[config.mk]
export PLATFORM = sky130hd
export DESIGN_NAME = pkcs1_block_parser
export DESIGN_NICKNAME = d
export VERILOG_FILES = /design/src/hw/rtl/pbp_pkg.sv /design/src/hw/rtl/pkcs1_block_parser.sv /design/src/hw/rtl/pbp_parse.sv
export SDC_FILE = /design/constraint.sdc
export NUM_CORES = 1
export LEC_CHECK = 0
export ABC_AREA = 1
export BUFFER_PORTS_ARGS = -buffer_cell sky130_fd_sc_hd__buf_2
export CORE_ASPECT_RATIO = 0.5
export CORE_MARGIN = 8
export CORE_UTILIZATION = 30
export CTS_CLUSTER_DIAMETER = 200
export CTS_CLUSTER_SIZE = 30
export DETAILED_ROUTE_END_ITERATION = 7
export SYNTH_ARGS = -nofsm -noshare
export SYNTH_HDL_FRONTEND = slang
export SYNTH_SLANG_ARGS = --single-unit
export TNS_END_PERCENT = 50
[constraint.sdc]
create_clock -name clk_i -period 3.15 [get_ports clk_i]
set_input_delay 0.1575 -clock clk_i [delete_from_list [all_inputs] [get_ports clk_i]]
set_output_delay 0.1575 -clock clk_i [all_outputs]
set_load 0.03 [all_outputs]
[src/hw/rtl/pbp_pkg.sv]
// ----------------------------------------------------------------------------
// pbp_pkg: shared types and constants of the encryption block parser
// Phase codes, padding constants and the result beat layout.
// ----------------------------------------------------------------------------
package pbp_pkg;

  localparam int unsigned ByteW   = 8;
  localparam int unsigned CntW    = 10;
  localparam int unsigned TypeW   = 2;
  localparam int unsigned PlenW   = 9;
  localparam int unsigned ModW    = 10;

  localparam logic [ByteW-1:0] PadByte  = 8'hFF;
  localparam logic [ByteW-1:0] MaxType  = 8'd2;
  localparam logic [CntW-1:0]  MinPad   = 10'd8;
  localparam logic [CntW-1:0]  CntMax   = 10'd1023;
  localparam logic [ModW-1:0]  ModReset = 10'd128;

  // parser phase
  typedef enum logic [1:0] {
    PH_TYPE = 2'd0,
    PH_PAD  = 2'd1,
    PH_DATA = 2'd2,
    PH_ERR  = 2'd3
  } pbp_phase_e;

  // one result beat
  typedef struct packed {
    logic [ByteW-1:0] payload_byte;
    logic             payload_valid;
    logic             block_end;
    logic             format_error;
    logic [TypeW-1:0] block_type;
    logic [PlenW-1:0] payload_length;
  } pbp_result_t;

endpackage

[src/hw/rtl/pkcs1_block_parser.sv]
// ----------------------------------------------------------------------------
// pkcs1_block_parser: streaming encryption block format check
// Byte register, per-byte check logic and result register.
// ----------------------------------------------------------------------------
//  channel | direction | handshake              | beat
//  in      | input     | in_valid_i/in_stall_o   | eb_byte_i, last_byte_i
//  out     | output    | out_valid_o/out_stall_i | payload, end, error, type, length
//  cfg     | input     | cfg_we_i                | cfg_wdata_i (modulus_bytes)
//
// one byte per cycle unless the output stalls; a result is offered from the
// result register after its byte has passed the byte register and pbp_parse
// reset clears the block state and sets modulus_bytes to 128
// a stalled output holds its beat; one more byte is held in the input register
// ----------------------------------------------------------------------------
module pkcs1_block_parser import pbp_pkg::*; #(
  parameter int unsigned MAX_MOD_BYTES = 512
) (
  input  logic             clk_i,
  input  logic             rst_ni,
  input  logic             cfg_we_i,
  input  logic [ModW-1:0]  cfg_wdata_i,
  input  logic             in_valid_i,
  output logic             in_stall_o,
  input  logic [ByteW-1:0] eb_byte_i,
  input  logic             last_byte_i,
  output logic             out_valid_o,
  input  logic             out_stall_i,
  output logic [ByteW-1:0] payload_byte_o,
  output logic             payload_valid_o,
  output logic             block_end_o,
  output logic             format_error_o,
  output logic [TypeW-1:0] block_type_o,
  output logic [PlenW-1:0] payload_length_o
);

  logic [ModW-1:0]  modulus_q;
  logic             s1_valid_q, s2_valid_q;
  logic [ByteW-1:0] s1_byte_q;
  logic             s1_last_q;
  pbp_result_t      s2_result_q, result;
  logic             s2_ready, s1_ready, s1_move;

  // pipeline flow
  assign s2_ready   = !s2_valid_q || !out_stall_i;
  assign s1_ready   = !s1_valid_q || s2_ready;
  assign s1_move    = s1_valid_q && s2_ready;
  assign in_stall_o = !s1_ready;

  // config register
  always_ff @(posedge clk_i or negedge rst_ni) begin
    if (!rst_ni) begin
      modulus_q <= ModReset;
    end else if (cfg_we_i) begin
      modulus_q <= cfg_wdata_i;
    end
  end

  // valid flags
  always_ff @(posedge clk_i or negedge rst_ni) begin
    if (!rst_ni) begin
      s1_valid_q <= 1'b0;
      s2_valid_q <= 1'b0;
    end else begin
      if (s1_ready) begin
        s1_valid_q <= in_valid_i;
      end
      if (s2_ready) begin
        s2_valid_q <= s1_valid_q;
      end
    end
  end

  // payload registers
  always_ff @(posedge clk_i) begin
    if (in_valid_i && s1_ready) begin
      s1_byte_q <= eb_byte_i;
      s1_last_q <= last_byte_i;
    end
    if (s1_move) begin
      s2_result_q <= result;
    end
  end

  pbp_parse #(
    .MaxModBytes (MAX_MOD_BYTES)
  ) u_parse (
    .clk_i           (clk_i),
    .rst_ni          (rst_ni),
    .step_i          (s1_move),
    .byte_i          (s1_byte_q),
    .last_i          (s1_last_q),
    .modulus_bytes_i (modulus_q),
    .result_o        (result)
  );

  assign out_valid_o      = s2_valid_q;
  assign payload_byte_o   = s2_result_q.payload_byte;
  assign payload_valid_o  = s2_result_q.payload_valid;
  assign block_end_o      = s2_result_q.block_end;
  assign format_error_o   = s2_result_q.format_error;
  assign block_type_o     = s2_result_q.block_type;
  assign payload_length_o = s2_result_q.payload_length;

`ifndef SYNTHESIS
  a_stall_when_full: assert property (@(posedge clk_i) disable iff (!rst_ni)
    in_stall_o |-> (s1_valid_q && s2_valid_q && out_stall_i))
    else $error("input stalled with room in the pipeline");
  a_mid_block_quiet: assert property (@(posedge clk_i) disable iff (!rst_ni)
    (out_valid_o && !block_end_o) |->
      (!format_error_o && block_type_o == '0 && payload_length_o == '0))
    else $error("end of block fields set mid block");
  a_error_no_length: assert property (@(posedge clk_i) disable iff (!rst_ni)
    (out_valid_o && format_error_o) |-> (payload_length_o == '0))
    else $error("payload length reported on a bad block");
  a_payload_zeroed: assert property (@(posedge clk_i) disable iff (!rst_ni)
    (out_valid_o && !payload_valid_o) |-> (payload_byte_o == '0))
    else $error("payload byte not cleared");
`endif

endmodule

[src/hw/rtl/pbp_parse.sv]
// ----------------------------------------------------------------------------
// pbp_parse: per-byte padding check
// Holds the block state and computes one result beat per stepped byte.
// ----------------------------------------------------------------------------
module pbp_parse import pbp_pkg::*; #(
  parameter int unsigned MaxModBytes = 512
) (
  input  logic              clk_i,
  input  logic              rst_ni,
  input  logic              step_i,
  input  logic [ByteW-1:0]  byte_i,
  input  logic              last_i,
  input  logic [ModW-1:0]   modulus_bytes_i,
  output pbp_result_t       result_o
);

  localparam logic [ModW:0] ModLimit = (ModW+1)'(MaxModBytes);

  pbp_phase_e       phase_q, phase_d;
  logic [CntW-1:0]  byte_count_q, byte_count_d;
  logic [CntW-1:0]  pad_count_q, pad_count_d;
  logic [TypeW-1:0] type_q, type_d;

  logic [CntW:0]    total;
  logic [CntW:0]    used;
  logic [CntW:0]    plen;
  logic             err;

  // next phase and padding count for this byte
  always_comb begin
    phase_d     = phase_q;
    pad_count_d = pad_count_q;
    type_d      = type_q;
    case (phase_q)
      PH_TYPE: begin
        if (byte_i > MaxType) begin
          phase_d = PH_ERR;
        end else begin
          type_d  = byte_i[TypeW-1:0];
          phase_d = PH_PAD;
        end
      end
      PH_PAD: begin
        if (byte_i == '0) begin
          phase_d = (pad_count_q >= MinPad) ? PH_DATA : PH_ERR;
        end else if (type_q <= TypeW'(1) && byte_i != PadByte) begin
          phase_d = PH_ERR;
        end else if (pad_count_q < CntMax) begin
          pad_count_d = pad_count_q + CntW'(1);
        end
      end
      default: begin
      end
    endcase
  end

  // end of block checks
  always_comb begin
    total = {1'b0, byte_count_q} + (CntW+1)'(1);
    used  = {1'b0, pad_count_d} + (CntW+1)'(2);
    plen  = (total >= used) ? (total - used) : '0;
    err   = (modulus_bytes_i == '0) || ({1'b0, modulus_bytes_i} > ModLimit) ||
            (total != ({1'b0, modulus_bytes_i} - (ModW+1)'(1))) ||
            (phase_d != PH_DATA);
  end

  // result beat
  always_comb begin
    result_o                = '0;
    result_o.payload_valid  = (phase_q == PH_DATA);
    result_o.payload_byte   = result_o.payload_valid ? byte_i : '0;
    if (last_i) begin
      result_o.block_end    = 1'b1;
      result_o.format_error = err;
      result_o.block_type   = type_d;
      if (!err) begin
        result_o.payload_length = (plen > (CntW+1)'({PlenW{1'b1}})) ?
                                  {PlenW{1'b1}} : plen[PlenW-1:0];
      end
    end
  end

  // next byte count
  always_comb begin
    byte_count_d = byte_count_q;
    if (byte_count_q < CntMax) begin
      byte_count_d = byte_count_q + CntW'(1);
    end
  end

  // block state, cleared after the last byte
  always_ff @(posedge clk_i or negedge rst_ni) begin
    if (!rst_ni) begin
      phase_q      <= PH_TYPE;
      byte_count_q <= '0;
      pad_count_q  <= '0;
      type_q       <= '0;
    end else if (step_i) begin
      if (last_i) begin
        phase_q      <= PH_TYPE;
        byte_count_q <= '0;
        pad_count_q  <= '0;
        type_q       <= '0;
      end else begin
        phase_q      <= phase_d;
        byte_count_q <= byte_count_d;
        pad_count_q  <= pad_count_d;
        type_q       <= type_d;
      end
    end
  end

`ifndef SYNTHESIS
  a_pad_only_in_pad: assert property (@(posedge clk_i) disable iff (!rst_ni)
    (phase_q == PH_TYPE) |-> (pad_count_q == '0 && type_q == '0))
    else $error("padding count or type set before the type byte");
  a_data_needs_pad: assert property (@(posedge clk_i) disable iff (!rst_ni)
    (phase_q == PH_DATA) |-> (pad_count_q >= MinPad))
    else $error("payload phase with short padding");
  a_type_range: assert property (@(posedge clk_i) disable iff (!rst_ni)
    type_q != 2'd3)
    else $error("stored block type out of range");
`endif

endmodule

==> results.txt <==
Status: finished, violations left
Failing checks: negative setup slack
Yosys warns: 0
Data arrival, critical path: 3.37 ns
Post-DR wirelength/cell: 13.08 um
Clk pwr share: 0.281
Dpl cells: 868
Reg-to-reg startpoint: s1_byte_q[0]
Number of buffers created by CTS: 9
Unique masters post-synth: 39
Die width: 187.1 um
Vias: 4110
Final hold violations: 0
Period utilisation layout: 1.041
Hold WS: 0.02132 ns
Flop pwr share: 0.252
Slew Viols, Final: 0
Core area: 14390 sq um
#FFs+latches synth: 67
Psw: 0.001661 W
Sw Share: 0.3977
Cell count after synthesis: 569
Clock Sinks: 67
Avg Cell Area, Syn: 7.718 sq um
GR Util All Layers: 0.1266
WP data required: 3.24 ns
DRC: 0
Internal: 0.002516 W
Worst Setup Slack, final: -0.1294 ns
First-pass GRT wire length: 19490 um
Crit Path Max Fanout: 8
Dpl ws: -0.2504 ns
Post-DRT Antenna Nets: 0
Sequential area share after synthesis: 0.4174
HPWL Detailed: 8587 um
RSZ-0062 raised after global routing: yes
Share of layout cells above drive strength 1: 0.3417
DR pass1 iterations: 4
Power Density: 663.3 nW/um^2
FF-to-FF setup slack: -0.13 ns
Ant diodes: 0
Clock Skews: 0.008361 ns
Netlist Area Pre-Place: 4392 sq um
Row count: 31
Die height: 101.6 um
F_max: 304.9 MHz
Skew-Pair Late Insertion Delay: 0.34 ns
Vias/cell: 4.507
Leakage: 3.000 nW
Slew headroom: 0.4094
WL final: 11930 um
Vias in the first global route: 4071
Hold crit path type: input pin to flip-flop
CP Launch Type: flip-flop
H-tree depth: 3
Critical Path Sink Type: flip-flop
Syn Nets: 610
Crit path time final: 3.279 ns
Total grt overflow: 0
Area Growth Syn to Fin: 43.39%
Worst vdd ir: 0.0004871 V
Routability congestion estimate: 0.8873
Max_cap viols: 0
CTS tree: built
Setup Viol. Count Final: 9
Hold Crit Start: cfg_wdata_i[5]
Gate power share: 0.467
Largest net degree at the start of global routing: 37
Clk buf depth: 2
Initial antenna violation count: 0
I/O pins: 48
Worst Max-Slew Pin Slew: 0.8858 ns
Area of the die: 19000 sq um
CP Launch Point: s1_byte_q[0]
Final Non-Filler Cells: 912
Reg clk slew, reported paths: 0.06 ns
DRT iter0 DRCs: 192
Initial core utilization: 0.3052
Clock Root Buffer: clkbuf_16
Nets: 750
WS Path Type: flip-flop to flip-flop
Port Buf Inserts: 47
Yosys cell counts:
cell        n  share of area
a21boi_0    1         0.0017
o22ai_1    16          0.023
nand3_1    30          0.034
nor2_2      6         0.0085
a21oi_2     1         0.0020
dfrtp_1    35           0.20
nand3b_1    2         0.0034
xor2_2      1         0.0037
nand2_1   147           0.13
o21ai_0    29          0.033
nand2_4     2         0.0051
inv_1      80          0.068
nor2_1     79          0.068
a21oi_1    14          0.016
clkbuf_1    4         0.0034
o21ai_1     1         0.0011
nor2_4      7          0.018
xnor2_1     6          0.012
nor3_1      2         0.0023
nand3_4     1         0.0040
inv_2       5         0.0043
buf_2       1         0.0011
ha_1       16          0.046
a31oi_1     1         0.0014
a21o_1      1         0.0017
dfstp_2     1         0.0060
o21bai_1    1         0.0017
nand4_4     1         0.0048
nor3_2      1         0.0023
nand2_2    12          0.017
fa_1        1         0.0046
xor2_1     20          0.040
nor2_8      1         0.0046
nand3_2     3         0.0068
edfxtp_1   31           0.21
or2_2       1         0.0014
o21ai_2     1         0.0020
and2_4      1         0.0020
nand4_1     6         0.0085
power by group through the flow:
stage	clock network, W	logic (W)	registers [W]
6_report	0.00118	0.00195	0.00105
5_1_grt	0.00122	0.00213	0.00106
4_1_cts	0.00119	0.00148	0.00105
3_5_place_dp	0	0.00127	0.00107
3_3_place_gp	0	0.00126	0.00107
2_1_floorplan	0	0.000821	0.00114
area by class of cell:
type	count	area (sq um)
Multi-Input combinational cell	413	2628
Fill cell	1399	8093
Clock buffer	10	229.0
Clock inverter	6	113.9
Inverter	85	321.6
Sequential cell	67	1833
Tap cell	198	247.7
Timing Repair Buffer	133	924.6
path summary, 6_finish.rpt:
kind                                               end  depth (start not counted)
worst max-delay path               payload_length_o[3]                         23
worst min-delay path                      modulus_q[5]                          3
worst max register to register     payload_length_o[3]                         23
worst min register to register             out_valid_o                          2
max in group asynchronous       u_parse.pad_count_q[6]                          2
min in group asynchronous                 modulus_q[2]                          2
through the flow:
step | utilization | TNS (ns) | total power [W] | area (sq um)
after floorplan | - | 0 | 0.001958 | 4402
after global placement | 0.3688 | -1.743 | 0.002330 | 5308
after detailed placement | 0.3688 | -2.087 | 0.002340 | 5308
after CTS | 0.4207 | -0.2648 | 0.003728 | 6055
after global routing | 0.4376 | -2.925 | 0.004415 | 6297
final | 0.4376 | -0.9895 | 0.004177 | 6297
layer usage:
metal	vias up	share of wire	GRT usage
met1	1931	0.47	0.1568
met5	-	0	0
li1	2096	-	-
met4	0	0.013	0.04002
met3	16	0.036	0.02784
met2	67	0.48	0.2194
sequential cells by signal, summed over array words and instances, names as in the netlist:
signal                flops
modulus_q                10
u_parse.byte_count_q     10
u_parse.pad_count_q      10
payload_length_o          9
payload_byte_o            8
s1_byte_q                 8
block_type_o              2
u_parse.phase_q           2
u_parse.type_q            2
block_end_o               1
format_error_o            1
out_valid_o               1
payload_valid_o           1
s1_last_q                 1
s1_valid_q                1
cell families after synthesis:
| family | after synthesis | synth area share |
|---|---|---|
| buf+inv | 90 | 0.07721 |
| simple gates | 302 | 0.3162 |
| xor+xnor | 27 | 0.05556 |
| fa+ha+maj | 17 | 0.05014 |
| compound gates | 66 | 0.08348 |
| flops | 67 | 0.4174 |
critical path, cell delays in order (launching register included):
cell      delay [ns]
edfxtp_1        0.42
nand2_1         0.09
nor2_1          0.11
nand2_1         0.10
nand2_4         0.12
nand2_8         0.10
nor2_8          0.13
nand2_4         0.06
nand2_4         0.09
ha_4            0.14
nand2_4         0.06
nor2_4          0.15
xor2_2          0.21
ha_4            0.24
nand2_1         0.10
nor2_1          0.07
nand4_1         0.07
nand2_1         0.07
a21oi_2         0.16
nand2_4         0.11
nand3_4         0.16
nand2_8         0.10
nor2_4          0.09
nor2_1          0.05
layout by cell type (no fill, tap or decap), drive strengths merged, types with 2 or more instances in the layout:
cell type | netlist | layout
o21ai | 31 | 31
nor3 | 3 | 3
nor2 | 93 | 93
inv | 85 | 86
xnor2 | 6 | 6
nand3 | 34 | 34
nand4 | 7 | 7
o22ai | 16 | 16
edfxtp | 31 | 31
clkbuf | 4 | 10
clkinvlp | 0 | 2
dlygate4sd3 | 0 | 10
ha | 16 | 16
nand3b | 2 | 2
xor2 | 21 | 21
buf | 1 | 123
dfrtp | 35 | 35
a21oi | 15 | 15
bufinv | 0 | 3
nand2 | 161 | 162
what timing repair did:
action / CTS / global route
pin swaps: 18 / 32
hold buffers: 10 / 0
resized for setup: 53 / 45
setup endpoints to repair: 9 / 9
endpoints found under the hold margin: 44 / 0
setup buffers: 8 / 9
gates cloned: 1 / 0
(Power assumes the default switching activity.)
